===== src/hw/rtl/rc5_pkg.sv =====
// Shared constants, types and rotate helpers for the RC5-32 block cipher.
// Used by the channel interfaces and by the top, controller and datapath modules.
`default_nettype none

package rc5_pkg;

	// Number of rounds; the key table holds 2*ROUNDS+2 words
	localparam int unsigned RC5_ROUNDS = 12;

	// Key schedule magic constants
	localparam logic [31:0] MAGIC_P = 32'hb7e15163;
	localparam logic [31:0] MAGIC_Q = 32'h9e3779b9;

	// The 128-bit key is four 32-bit words
	localparam int unsigned KEY_WORDS = 4;
	localparam int unsigned KW_AW     = 2;

	// Configuration register indexes
	localparam int unsigned CFG_IDX_W = 1;
	localparam logic [CFG_IDX_W-1:0] REG_KEY_LOW  = 1'b0;
	localparam logic [CFG_IDX_W-1:0] REG_KEY_HIGH = 1'b1;

	// Controller states
	typedef enum logic [2:0] {
		ST_IDLE,
		ST_INIT,
		ST_MIX_A,
		ST_MIX_B,
		ST_CRYPT,
		ST_OUT
	} rc5_state_t;

	// Commands from controller to datapath
	typedef struct packed {
		logic load_in;   // capture input word
		logic load_key;  // copy key registers, restart schedule
		logic init_wr;   // write P + k*Q into the table
		logic mix_a;     // mixing step, table side
		logic mix_b;     // mixing step, key word side
		logic crypt;     // one half-round
		logic dec;       // direction of the current word
		logic odd;       // half-round updates B
		logic plain;     // whitening add/subtract only
		logic load_out;  // move result into the output register
	} rc5_cmd_t;

	// Rotate left by the low five bits
	function automatic logic [31:0] rotl32(input logic [31:0] x, input logic [4:0] n);
		logic [63:0] t;
		t = {x, x} << n;
		return t[63:32];
	endfunction

	// Rotate right by the low five bits
	function automatic logic [31:0] rotr32(input logic [31:0] x, input logic [4:0] n);
		logic [63:0] t;
		t = {x, x} >> n;
		return t[31:0];
	endfunction

endpackage

`default_nettype wire


===== src/hw/rtl/rc5_intf.sv =====
// Valid/ready channel interfaces for the RC5 cipher: input, result and config.
// Depends on rc5_pkg for the register index width.
`default_nettype none

interface rc5_in_if;
	logic        valid;
	logic        ready;
	logic [31:0] word_a;
	logic [31:0] word_b;
	logic        decrypt;

	modport source (output valid, word_a, word_b, decrypt, input ready);
	modport sink (input valid, word_a, word_b, decrypt, output ready);
endinterface

interface rc5_out_if;
	logic        valid;
	logic        ready;
	logic [31:0] out_a;
	logic [31:0] out_b;

	modport source (output valid, out_a, out_b, input ready);
	modport sink (input valid, out_a, out_b, output ready);
endinterface

interface rc5_cfg_if;
	logic                           valid;
	logic                           ready;
	logic [rc5_pkg::CFG_IDX_W-1:0]  reg_index;
	logic [63:0]                    wdata;

	modport source (output valid, reg_index, wdata, input ready);
	modport sink (input valid, reg_index, wdata, output ready);
endinterface

`default_nettype wire


===== src/hw/rtl/rc5_block_cipher.sv =====
// RC5-32 block cipher: one 64-bit word in, one 64-bit word out per item.
// One half-round per cycle through the single round key RAM read port; one item at a time.
// After a key write the next item first expands the key: 2*ROUNDS+2 table fill steps, then
// 3*(2*ROUNDS+2) mixing steps, each split into a table-side and a key-word-side state.
// Reset (arst_n low) clears the key to zero and marks the round key table stale.
`default_nettype none

module rc5_block_cipher #(
	parameter int unsigned ROUNDS = rc5_pkg::RC5_ROUNDS
) (
	input  logic      clk,
	input  logic      arst_n,
	rc5_in_if.sink    in_ch,
	rc5_out_if.source out_ch,
	rc5_cfg_if.sink   cfg
);

	import rc5_pkg::*;

	localparam int unsigned NKEYS = 2 * ROUNDS + 2;
	localparam int unsigned KAW   = $clog2(NKEYS);

	rc5_cmd_t         cmd;
	logic [KAW-1:0]   ram_raddr;
	logic [KAW-1:0]   ram_waddr;
	logic [KW_AW-1:0] kw_idx;
	logic             key_wr;

	// Config writes are always taken; only key register indexes have effect
	assign cfg.ready = 1'b1;
	assign key_wr    = cfg.valid
		&& ((cfg.reg_index == REG_KEY_LOW) || (cfg.reg_index == REG_KEY_HIGH));

	rc5_ctrl #(
		.ROUNDS (ROUNDS)
	) u_ctrl (
		.clk        (clk),
		.arst_n     (arst_n),
		.in_valid   (in_ch.valid),
		.in_ready   (in_ch.ready),
		.in_decrypt (in_ch.decrypt),
		.out_valid  (out_ch.valid),
		.out_ready  (out_ch.ready),
		.key_wr     (key_wr),
		.cmd        (cmd),
		.ram_raddr  (ram_raddr),
		.ram_waddr  (ram_waddr),
		.kw_idx     (kw_idx)
	);

	rc5_datapath #(
		.ROUNDS (ROUNDS)
	) u_dp (
		.clk       (clk),
		.arst_n    (arst_n),
		.cmd       (cmd),
		.ram_raddr (ram_raddr),
		.ram_waddr (ram_waddr),
		.kw_idx    (kw_idx),
		.word_a    (in_ch.word_a),
		.word_b    (in_ch.word_b),
		.key_wr    (key_wr),
		.reg_index (cfg.reg_index),
		.wdata     (cfg.wdata),
		.out_a     (out_ch.out_a),
		.out_b     (out_ch.out_b)
	);

endmodule

`default_nettype wire


===== src/hw/rtl/rc5_ram.sv =====
// Generic single-write, single-read RAM with registered read data.
// Read during write to the same address returns the old contents.
`default_nettype none

module rc5_ram #(
	parameter int unsigned WIDTH = 32,
	parameter int unsigned DEPTH = 26,
	localparam int unsigned AW = $clog2(DEPTH)
) (
	input  logic             clk,
	input  logic             we,
	input  logic [AW-1:0]    waddr,
	input  logic [WIDTH-1:0] wdata,
	input  logic [AW-1:0]    raddr,
	output logic [WIDTH-1:0] rdata
);

	logic [WIDTH-1:0] mem_q [DEPTH];

	always_ff @(posedge clk) begin
		if (we) begin
			mem_q[waddr] <= wdata;
		end
		rdata <= mem_q[raddr];
	end

endmodule

`default_nettype wire


===== src/hw/rtl/rc5_ctrl.sv =====
// Controller for the RC5 cipher: sequences key expansion and half-rounds.
// Depends on rc5_pkg for the state type and the command struct.
`default_nettype none

module rc5_ctrl #(
	parameter int unsigned ROUNDS = rc5_pkg::RC5_ROUNDS,
	localparam int unsigned NKEYS = 2 * ROUNDS + 2,
	localparam int unsigned KAW   = $clog2(NKEYS),
	localparam int unsigned MIXES = 3 * NKEYS,
	localparam int unsigned MCW   = $clog2(MIXES)
) (
	input  logic                         clk,
	input  logic                         arst_n,
	input  logic                         in_valid,
	output logic                         in_ready,
	input  logic                         in_decrypt,
	output logic                         out_valid,
	input  logic                         out_ready,
	input  logic                         key_wr,
	output rc5_pkg::rc5_cmd_t            cmd,
	output logic [KAW-1:0]               ram_raddr,
	output logic [KAW-1:0]               ram_waddr,
	output logic [rc5_pkg::KW_AW-1:0]    kw_idx
);

	import rc5_pkg::*;

	localparam logic [KAW-1:0] IDX_LAST = KAW'(NKEYS - 1);
	localparam logic [MCW-1:0] MIX_LAST = MCW'(MIXES - 1);

	rc5_state_t        state_q, state_d;
	logic [KAW-1:0]    idx_q, idx_d;
	logic [MCW-1:0]    mix_q;
	logic [KW_AW-1:0]  kw_q;
	logic              dec_q;
	logic              sched_q;
	logic              out_valid_q;
	logic              accept;
	logic              out_free;
	logic              idx_last;
	logic              mix_last;

	assign accept   = in_valid && in_ready;
	assign out_free = !out_valid_q || out_ready;
	assign idx_last = (idx_q == IDX_LAST);
	assign mix_last = (mix_q == MIX_LAST);

	// Next state
	always_comb begin
		state_d = state_q;
		case (state_q)
			ST_IDLE: begin
				if (accept) begin
					state_d = sched_q ? ST_CRYPT : ST_INIT;
				end
			end
			ST_INIT: begin
				if (idx_last) begin
					state_d = ST_MIX_A;
				end
			end
			ST_MIX_A: state_d = ST_MIX_B;
			ST_MIX_B: begin
				if (mix_last) begin
					state_d = ST_CRYPT;
				end else begin
					state_d = ST_MIX_A;
				end
			end
			ST_CRYPT: begin
				if (dec_q ? (idx_q == '0) : idx_last) begin
					state_d = ST_OUT;
				end
			end
			ST_OUT: begin
				if (out_free) begin
					state_d = ST_IDLE;
				end
			end
			default: state_d = ST_IDLE;
		endcase
	end

	// Table index for the next cycle; the RAM is read at this address, so its registered data belongs to idx_q
	always_comb begin
		idx_d = idx_q;
		case (state_q)
			ST_IDLE: begin
				if (accept) begin
					idx_d = (sched_q && in_decrypt) ? IDX_LAST : '0;
				end
			end
			ST_INIT: idx_d = idx_last ? '0 : idx_q + 1'b1;
			ST_MIX_B: begin
				if (mix_last) begin
					idx_d = dec_q ? IDX_LAST : '0;
				end else begin
					idx_d = idx_last ? '0 : idx_q + 1'b1;
				end
			end
			ST_CRYPT: idx_d = dec_q ? idx_q - 1'b1 : idx_q + 1'b1;
			default: idx_d = idx_q;
		endcase
	end

	// Command outputs
	always_comb begin
		in_ready     = (state_q == ST_IDLE);
		cmd          = '0;
		cmd.load_in  = accept;
		cmd.load_key = accept && !sched_q;
		cmd.init_wr  = (state_q == ST_INIT);
		cmd.mix_a    = (state_q == ST_MIX_A);
		cmd.mix_b    = (state_q == ST_MIX_B);
		cmd.crypt    = (state_q == ST_CRYPT);
		cmd.dec      = dec_q;
		cmd.odd      = idx_q[0];
		cmd.plain    = (idx_q < KAW'(2));
		cmd.load_out = (state_q == ST_OUT) && out_free;
	end

	assign ram_raddr = idx_d;
	assign ram_waddr = idx_q;
	assign kw_idx    = kw_q;
	assign out_valid = out_valid_q;

	// State and counters
	always_ff @(posedge clk or negedge arst_n) begin
		if (!arst_n) begin
			state_q     <= ST_IDLE;
			idx_q       <= '0;
			mix_q       <= '0;
			kw_q        <= '0;
			dec_q       <= 1'b0;
			sched_q     <= 1'b0;
			out_valid_q <= 1'b0;
		end else begin
			state_q <= state_d;
			idx_q   <= idx_d;
			if (accept) begin
				dec_q <= in_decrypt;
				mix_q <= '0;
				kw_q  <= '0;
			end else if (state_q == ST_MIX_B) begin
				mix_q <= mix_q + 1'b1;
				kw_q  <= kw_q + 1'b1;
			end
			// a key write invalidates the expanded table
			if (key_wr) begin
				sched_q <= 1'b0;
			end else if ((state_q == ST_MIX_B) && mix_last) begin
				sched_q <= 1'b1;
			end
			if (cmd.load_out) begin
				out_valid_q <= 1'b1;
			end else if (out_ready) begin
				out_valid_q <= 1'b0;
			end
		end
	end

endmodule

`default_nettype wire


===== src/hw/rtl/rc5_datapath.sv =====
// Datapath for the RC5 cipher: key registers, round key RAM, mixing and rounds.
// Depends on rc5_pkg and rc5_ram; driven by commands from rc5_ctrl.
`default_nettype none

module rc5_datapath #(
	parameter int unsigned ROUNDS = rc5_pkg::RC5_ROUNDS,
	localparam int unsigned NKEYS = 2 * ROUNDS + 2,
	localparam int unsigned KAW   = $clog2(NKEYS)
) (
	input  logic                          clk,
	input  logic                          arst_n,
	input  rc5_pkg::rc5_cmd_t             cmd,
	input  logic [KAW-1:0]                ram_raddr,
	input  logic [KAW-1:0]                ram_waddr,
	input  logic [rc5_pkg::KW_AW-1:0]     kw_idx,
	input  logic [31:0]                   word_a,
	input  logic [31:0]                   word_b,
	input  logic                          key_wr,
	input  logic [rc5_pkg::CFG_IDX_W-1:0] reg_index,
	input  logic [63:0]                   wdata,
	output logic [31:0]                   out_a,
	output logic [31:0]                   out_b
);

	import rc5_pkg::*;

	logic [63:0] key_low_q;
	logic [63:0] key_high_q;
	logic [31:0] kw_q [KEY_WORDS];
	logic [31:0] acc_q;
	logic [31:0] ma_q;
	logic [31:0] mb_q;
	logic [31:0] a_q;
	logic [31:0] b_q;
	logic [31:0] out_a_q;
	logic [31:0] out_b_q;

	logic        ram_we;
	logic [31:0] ram_wdata;
	logic [31:0] rkey;
	logic [31:0] mix_a_new;
	logic [31:0] mix_ab;
	logic [31:0] mix_b_new;
	logic [31:0] enc_a;
	logic [31:0] enc_b;
	logic [31:0] dec_a;
	logic [31:0] dec_b;

	// Round key table
	assign ram_we    = cmd.init_wr || cmd.mix_a;
	assign ram_wdata = cmd.init_wr ? acc_q : mix_a_new;

	rc5_ram #(
		.WIDTH (32),
		.DEPTH (NKEYS)
	) u_rkeys (
		.clk   (clk),
		.we    (ram_we),
		.waddr (ram_waddr),
		.wdata (ram_wdata),
		.raddr (ram_raddr),
		.rdata (rkey)
	);

	// Key schedule mixing, split into a table-side and a key-word-side step
	assign mix_a_new = rotl32(rkey + ma_q + mb_q, 5'd3);
	assign mix_ab    = ma_q + mb_q;
	assign mix_b_new = rotl32(kw_q[kw_idx] + mix_ab, mix_ab[4:0]);

	// Half-round, encrypt direction
	assign enc_a = cmd.plain ? a_q + rkey : rotl32(a_q ^ b_q, b_q[4:0]) + rkey;
	assign enc_b = cmd.plain ? b_q + rkey : rotl32(b_q ^ a_q, a_q[4:0]) + rkey;

	// Half-round, decrypt direction
	assign dec_a = cmd.plain ? a_q - rkey : rotr32(a_q - rkey, b_q[4:0]) ^ b_q;
	assign dec_b = cmd.plain ? b_q - rkey : rotr32(b_q - rkey, a_q[4:0]) ^ a_q;

	// Key registers, written from the config port
	always_ff @(posedge clk or negedge arst_n) begin
		if (!arst_n) begin
			key_low_q  <= '0;
			key_high_q <= '0;
		end else if (key_wr) begin
			case (reg_index)
				REG_KEY_LOW:  key_low_q  <= wdata;
				REG_KEY_HIGH: key_high_q <= wdata;
				default: ;
			endcase
		end
	end

	// Schedule working state
	always_ff @(posedge clk) begin
		if (cmd.load_key) begin
			kw_q[0] <= key_low_q[31:0];
			kw_q[1] <= key_low_q[63:32];
			kw_q[2] <= key_high_q[31:0];
			kw_q[3] <= key_high_q[63:32];
			acc_q   <= MAGIC_P;
			ma_q    <= '0;
			mb_q    <= '0;
		end else begin
			if (cmd.init_wr) begin
				acc_q <= acc_q + MAGIC_Q;
			end
			if (cmd.mix_a) begin
				ma_q <= mix_a_new;
			end
			if (cmd.mix_b) begin
				mb_q         <= mix_b_new;
				kw_q[kw_idx] <= mix_b_new;
			end
		end
	end

	// Cipher word registers
	always_ff @(posedge clk) begin
		if (cmd.load_in) begin
			a_q <= word_a;
			b_q <= word_b;
		end else if (cmd.crypt) begin
			if (cmd.odd) begin
				b_q <= cmd.dec ? dec_b : enc_b;
			end else begin
				a_q <= cmd.dec ? dec_a : enc_a;
			end
		end
	end

	// Output register
	always_ff @(posedge clk) begin
		if (cmd.load_out) begin
			out_a_q <= a_q;
			out_b_q <= b_q;
		end
	end

	assign out_a = out_a_q;
	assign out_b = out_b_q;

endmodule

`default_nettype wire

===== src/flat_wrapper.sv =====
// flat-port wrapper written by rule: the top's interface ports become plain ports
module rc5_block_cipher_flat import rc5_pkg::*;
#(
	parameter int unsigned ROUNDS = rc5_pkg::RC5_ROUNDS
)
  (clk, arst_n, in_ch_valid, in_ch_word_a, in_ch_word_b, in_ch_decrypt, in_ch_ready, out_ch_valid, out_ch_out_a, out_ch_out_b, out_ch_ready, cfg_valid, cfg_reg_index, cfg_wdata, cfg_ready);
  rc5_in_if in_ch_i ();
  rc5_out_if out_ch_i ();
  rc5_cfg_if cfg_i ();
  input  logic clk;
  input  logic arst_n;
  input wire logic [$bits(in_ch_i.valid)-1:0] in_ch_valid;
  input wire logic [$bits(in_ch_i.word_a)-1:0] in_ch_word_a;
  input wire logic [$bits(in_ch_i.word_b)-1:0] in_ch_word_b;
  input wire logic [$bits(in_ch_i.decrypt)-1:0] in_ch_decrypt;
  output wire logic [$bits(in_ch_i.ready)-1:0] in_ch_ready;
  output wire logic [$bits(out_ch_i.valid)-1:0] out_ch_valid;
  output wire logic [$bits(out_ch_i.out_a)-1:0] out_ch_out_a;
  output wire logic [$bits(out_ch_i.out_b)-1:0] out_ch_out_b;
  input wire logic [$bits(out_ch_i.ready)-1:0] out_ch_ready;
  input wire logic [$bits(cfg_i.valid)-1:0] cfg_valid;
  input wire logic [$bits(cfg_i.reg_index)-1:0] cfg_reg_index;
  input wire logic [$bits(cfg_i.wdata)-1:0] cfg_wdata;
  output wire logic [$bits(cfg_i.ready)-1:0] cfg_ready;
  assign in_ch_i.valid = in_ch_valid;
  assign in_ch_i.word_a = in_ch_word_a;
  assign in_ch_i.word_b = in_ch_word_b;
  assign in_ch_i.decrypt = in_ch_decrypt;
  assign in_ch_ready = in_ch_i.ready;
  assign out_ch_valid = out_ch_i.valid;
  assign out_ch_out_a = out_ch_i.out_a;
  assign out_ch_out_b = out_ch_i.out_b;
  assign out_ch_i.ready = out_ch_ready;
  assign cfg_i.valid = cfg_valid;
  assign cfg_i.reg_index = cfg_reg_index;
  assign cfg_i.wdata = cfg_wdata;
  assign cfg_ready = cfg_i.ready;
  rc5_block_cipher #(.ROUNDS(ROUNDS)) u_core (.clk(clk), .arst_n(arst_n), .in_ch(in_ch_i), .out_ch(out_ch_i), .cfg(cfg_i));
endmodule

===== config.mk =====
export PLATFORM = sky130hd
export DESIGN_NAME = rc5_block_cipher_flat
export DESIGN_NICKNAME = d
export VERILOG_FILES = /design/src/hw/rtl/rc5_pkg.sv /design/src/hw/rtl/rc5_intf.sv /design/src/hw/rtl/rc5_block_cipher.sv /design/src/hw/rtl/rc5_ram.sv /design/src/hw/rtl/rc5_ctrl.sv /design/src/hw/rtl/rc5_datapath.sv /design/src/flat_wrapper.sv
export SDC_FILE = /design/constraint.sdc
export NUM_CORES = 2
export LEC_CHECK = 0
export BUFFER_PORTS_ARGS = -buffer_cell sky130_fd_sc_hd__buf_2
export CORE_ASPECT_RATIO = 1.25
export CORE_MARGIN = 8
export CORE_UTILIZATION = 45
export DETAILED_ROUTE_END_ITERATION = 12
export HOLD_SLACK_MARGIN = 0.05
export SYNTH_ARGS = -nofsm -noshare
export SYNTH_HDL_FRONTEND = slang
export SYNTH_HIERARCHICAL = 1
export SYNTH_SLANG_ARGS = --single-unit

===== constraint.sdc =====
create_clock -name clk -period 7.4 [get_ports clk]
set_input_delay 0.74 -clock clk [delete_from_list [all_inputs] [get_ports clk]]
set_output_delay 0.74 -clock clk [all_outputs]
set_load 0.01 [all_outputs]

==> out/qor.yml <==
worst_setup_path:
  cp-end-kind: "flop"
  r2r_slack_ns: 0.36
  critical_path_buf_inv_count: 1
  crit_arrival_ns: 7.51
  required_ns: 7.87
  cp_slowest_cell: "a21oi_1"
  worstPathCellList: "buf_4 -> mux2i_1 -> mux2i_1 -> mux2_2 -> mux4_2 -> o21ai_0 -> ha_1 -> fa_1 -> a211oi_1 -> nor2_1 -> o22a_1 -> a21oi_1 -> a31oi_1 -> o211ai_1 -> nand3_1 -> a41oi_1 -> o21ai_0 -> xor2_1 -> o22ai_1 -> a21oi_1"
  worstSetupPathType: "reg -> reg"
  critical_path.top_delay_family: "compound AO/OA/AOI/OAI gates"
  crit_fanout: 29
  start_kind: "flop"
  cp_slowest_stage_delay_ns: 0.83
finish:
  finish.instance_area_sq_mm: 0.0884
  final_cells: 9304
  syn2layout_area_growth_pct: 11.9
  final_util: 0.505
  nets: 7225
  drive_above_1_share: 0.198
grt:
  grt_pass1_vias: 58000
  grt_usage: 0.313
  antenna_found_initial: 24
  grt_pass1_wl_microns: 430000
  grt_max_degree: 88
  grt_overflow: 0
run_status:
  status: "complete, but fails checks"
  violations: "max-capacitance violations, max-slew violations"
die:
  dieArea_sq_mm: 0.189
  rows: 172
  core_sq_mm: 0.175
  io_pins: 202
  initial_core_util: 0.451
  dieHeight_microns: 485
  die_w_microns: 391
placed_design:
  place_congestion: 1.09
  dp_cells: 9036
  dp.final_hpwl_microns: 220000
  io_buffers: 200
  dpl_cell_area_sq_mm: 0.0837
synth:
  synthXorXnorAreaFrac: 0.0333
  synthAdderAreaFrac: 0.0446
  synth-compound-area-share: 0.145
  synthArstFlopShare: 0.109
  synth_ff_type: "edfxtp_1"
  synth_edf_count: 1088
  syn_nets: 7032
  avgSynthCellArea_sq_um: 11.9
  syn-instance-count: 6638
  netlist_area_sq_mm: 0.0791
  synth-seq-cells: 1364
  synth-simple-area-share: 0.0881
  synth-seq-area-share: 0.492
  synth_top_family_by_area: "multiplexers"
  yosysWarnings: 6
  synth_mux_area_frac: 0.167
  synth.distinct_cells: 121
sta:
  hold_viol_final: 0
  finalClockSkew_ns: 0.0550
  fin_crit_sh: 0.951
  drv_slew: 1
  worst_pin_slew_ns: 1.50
  fin_crit_ns: 7.04
  relSlewSlack: -0.0262
  setup_viol: 0
  max_freq_mhz: 142
  fin_hold_ws_ns: 0.180
clocking:
  cts_made_buffers: 139
  htreeDepth: 4
  cts.sinks: 1364
  clk_pin_slew_worst_paths_ns: 0.06
  cts_buffer_depth: 3
  clockRootBuffer: "clkbuf_16"
  cts_tree: "done"
  insertion_delay_ns: 0.83
routing:
  wire_per_inst_microns: 32.8
  dr.first_iter.drc_count: 6543
  ant_nets: 0
  dr.pass1.iters: 7
  wirelength_microns: 305000
  drcViolationCount: 0
  vias: 59800
  vias_per_cell: 6.42
min_path:
  min_path_type: "in -> reg"
job:
  drv_cap: 1
## cell type report
cell class | instances | area (sq um)
multi-input cells | 4710 | 38300
inverters | 153 | 574
diodes | 8 | 20.0
clock buffers | 167 | 3630
fillers | 15500 | 86700
repair buffers | 463 | 3050
well taps | 2349 | 2940
clock inverters | 90 | 1020
flip-flops and latches | 1364 | 38900
## sequential cells by signal, indices dropped and copies added, names as in the netlist, 32 cells and up
signal	flops
u_core/u_dp/key_high_q	64
u_core/u_dp/ma_q	32
u_core/u_dp/u_rkeys/mem_q	832
u_core/u_dp/u_rkeys/rdata	32
u_core/u_dp/kw_q	128
u_core/u_dp/acc_q	32
u_core/u_dp/out_b	32
u_core/u_dp/b_q	32
u_core/u_dp/a_q	32
u_core/u_dp/out_a	32
u_core/u_dp/key_low_q	64
u_core/u_dp/mb_q	32
## worst paths after layout
| kind | from | depth (start not counted) | end |
|---|---|---|---|
| hold reg to reg | u_core/u_dp/acc_q[31]$_SDFFE_PP1P_ | 2 | u_core/u_dp/acc_q[31]$_SDFFE_PP1P_ |
| hold / removal | cfg_wdata[19] | 2 | u_core/u_dp/key_high_q[19]$_DFFE_PN0P_ |
| setup / recovery | u_core/u_dp/a_q[1]$_DFFE_PP_ | 20 | u_core/u_dp/b_q[30]$_DFFE_PP_ |
| min in group asynchronous | arst_n | 2 | u_core/u_dp/key_low_q[39]$_DFFE_PN0P_ |
| max in group asynchronous | arst_n | 3 | u_core/u_dp/key_high_q[18]$_DFFE_PN0P_ |
| setup reg to reg | u_core/u_dp/a_q[1]$_DFFE_PP_ | 20 | u_core/u_dp/b_q[30]$_DFFE_PP_ |
## cell families after synthesis
logic type,count (synthesis)
AND/OR/NAND/NOR,1518
multiplexers,929
buffers and inverters,564
flip-flops,1364
adder cells (fa/ha/maj),259
other,1
AO/OA/AOI/OAI,1702
XOR/XNOR,301
## repair_timing
item,in CTS,in global routing
gates resized for setup,0,14
hold endpoints to repair,76,0
hold buffers,1,0
endpoints found under the setup margin,0,92
setup buffers,0,2
## through the flow
stage	TNS, ns	worst slack [ns]
after floorplan	0	0.987
after global placement	0	0.227
after detailed placement	0	0.349
after CTS	0	0.286
after global routing	-0.0174	-0.00950
final	0	0.364
## placed cells by master, fill, tap and decap left out, types with 128 or more instances in the layout
master | Yosys | routed
o21ai_0 | 415 | 389
clkbuf_16 | 0 | 139
inv_1 | 142 | 138
dfxtp_1 | 128 | 128
edfxtp_1 | 1088 | 1088
nand2_1 | 577 | 576
dfrtp_1 | 148 | 146
ha_1 | 221 | 221
buf_4 | 22 | 257
mux2i_1 | 381 | 380
nor2_1 | 437 | 407
xnor2_1 | 170 | 167
a21oi_1 | 354 | 352
buf_2 | 29 | 199
mux4_2 | 243 | 243
xor2_1 | 131 | 130
mux2_2 | 270 | 270
## metal layers
layer / GRT usage / up-vias / wire length (microns)
met2: 0.507 / 3014 / 142000
met1: 0.361 / 29800 / 108000
li1: - / 26000 / -
met5: 0 / - / 91
met4: 0.244 / 16 / 30400
met3: 0.0634 / 954 / 24700
## cell usage after synthesis, types with 44 or more instances
master | n | share of area
mux2i_1 | 381 | 0.048
nand2b_1 | 44 | 0.0035
nand3_1 | 62 | 0.0039
o21ai_0 | 415 | 0.026
and3_1 | 50 | 0.0040
inv_1 | 142 | 0.0067
a22oi_1 | 83 | 0.0079
dfxtp_1 | 128 | 0.032
a21o_1 | 115 | 0.011
o211ai_1 | 79 | 0.0075
or3_1 | 45 | 0.0036
mux2_2 | 270 | 0.038
a211oi_1 | 84 | 0.0080
buf_1 | 61 | 0.0029
nor3_1 | 73 | 0.0046
o21a_1 | 66 | 0.0063
a21oi_1 | 354 | 0.022
nand2_1 | 577 | 0.027
nor2_1 | 437 | 0.021
ha_1 | 221 | 0.035
a31oi_1 | 54 | 0.0043
mux4_2 | 243 | 0.069
dfrtp_1 | 148 | 0.047
xor2_1 | 131 | 0.015
clkbuf_1 | 286 | 0.014
edfxtp_1 | 1088 | 0.41
xnor2_1 | 170 | 0.019
Power is left out: the tool's default activity adds up to more than one toggle a clock period on the data nets, which glitch-free logic cannot reach.
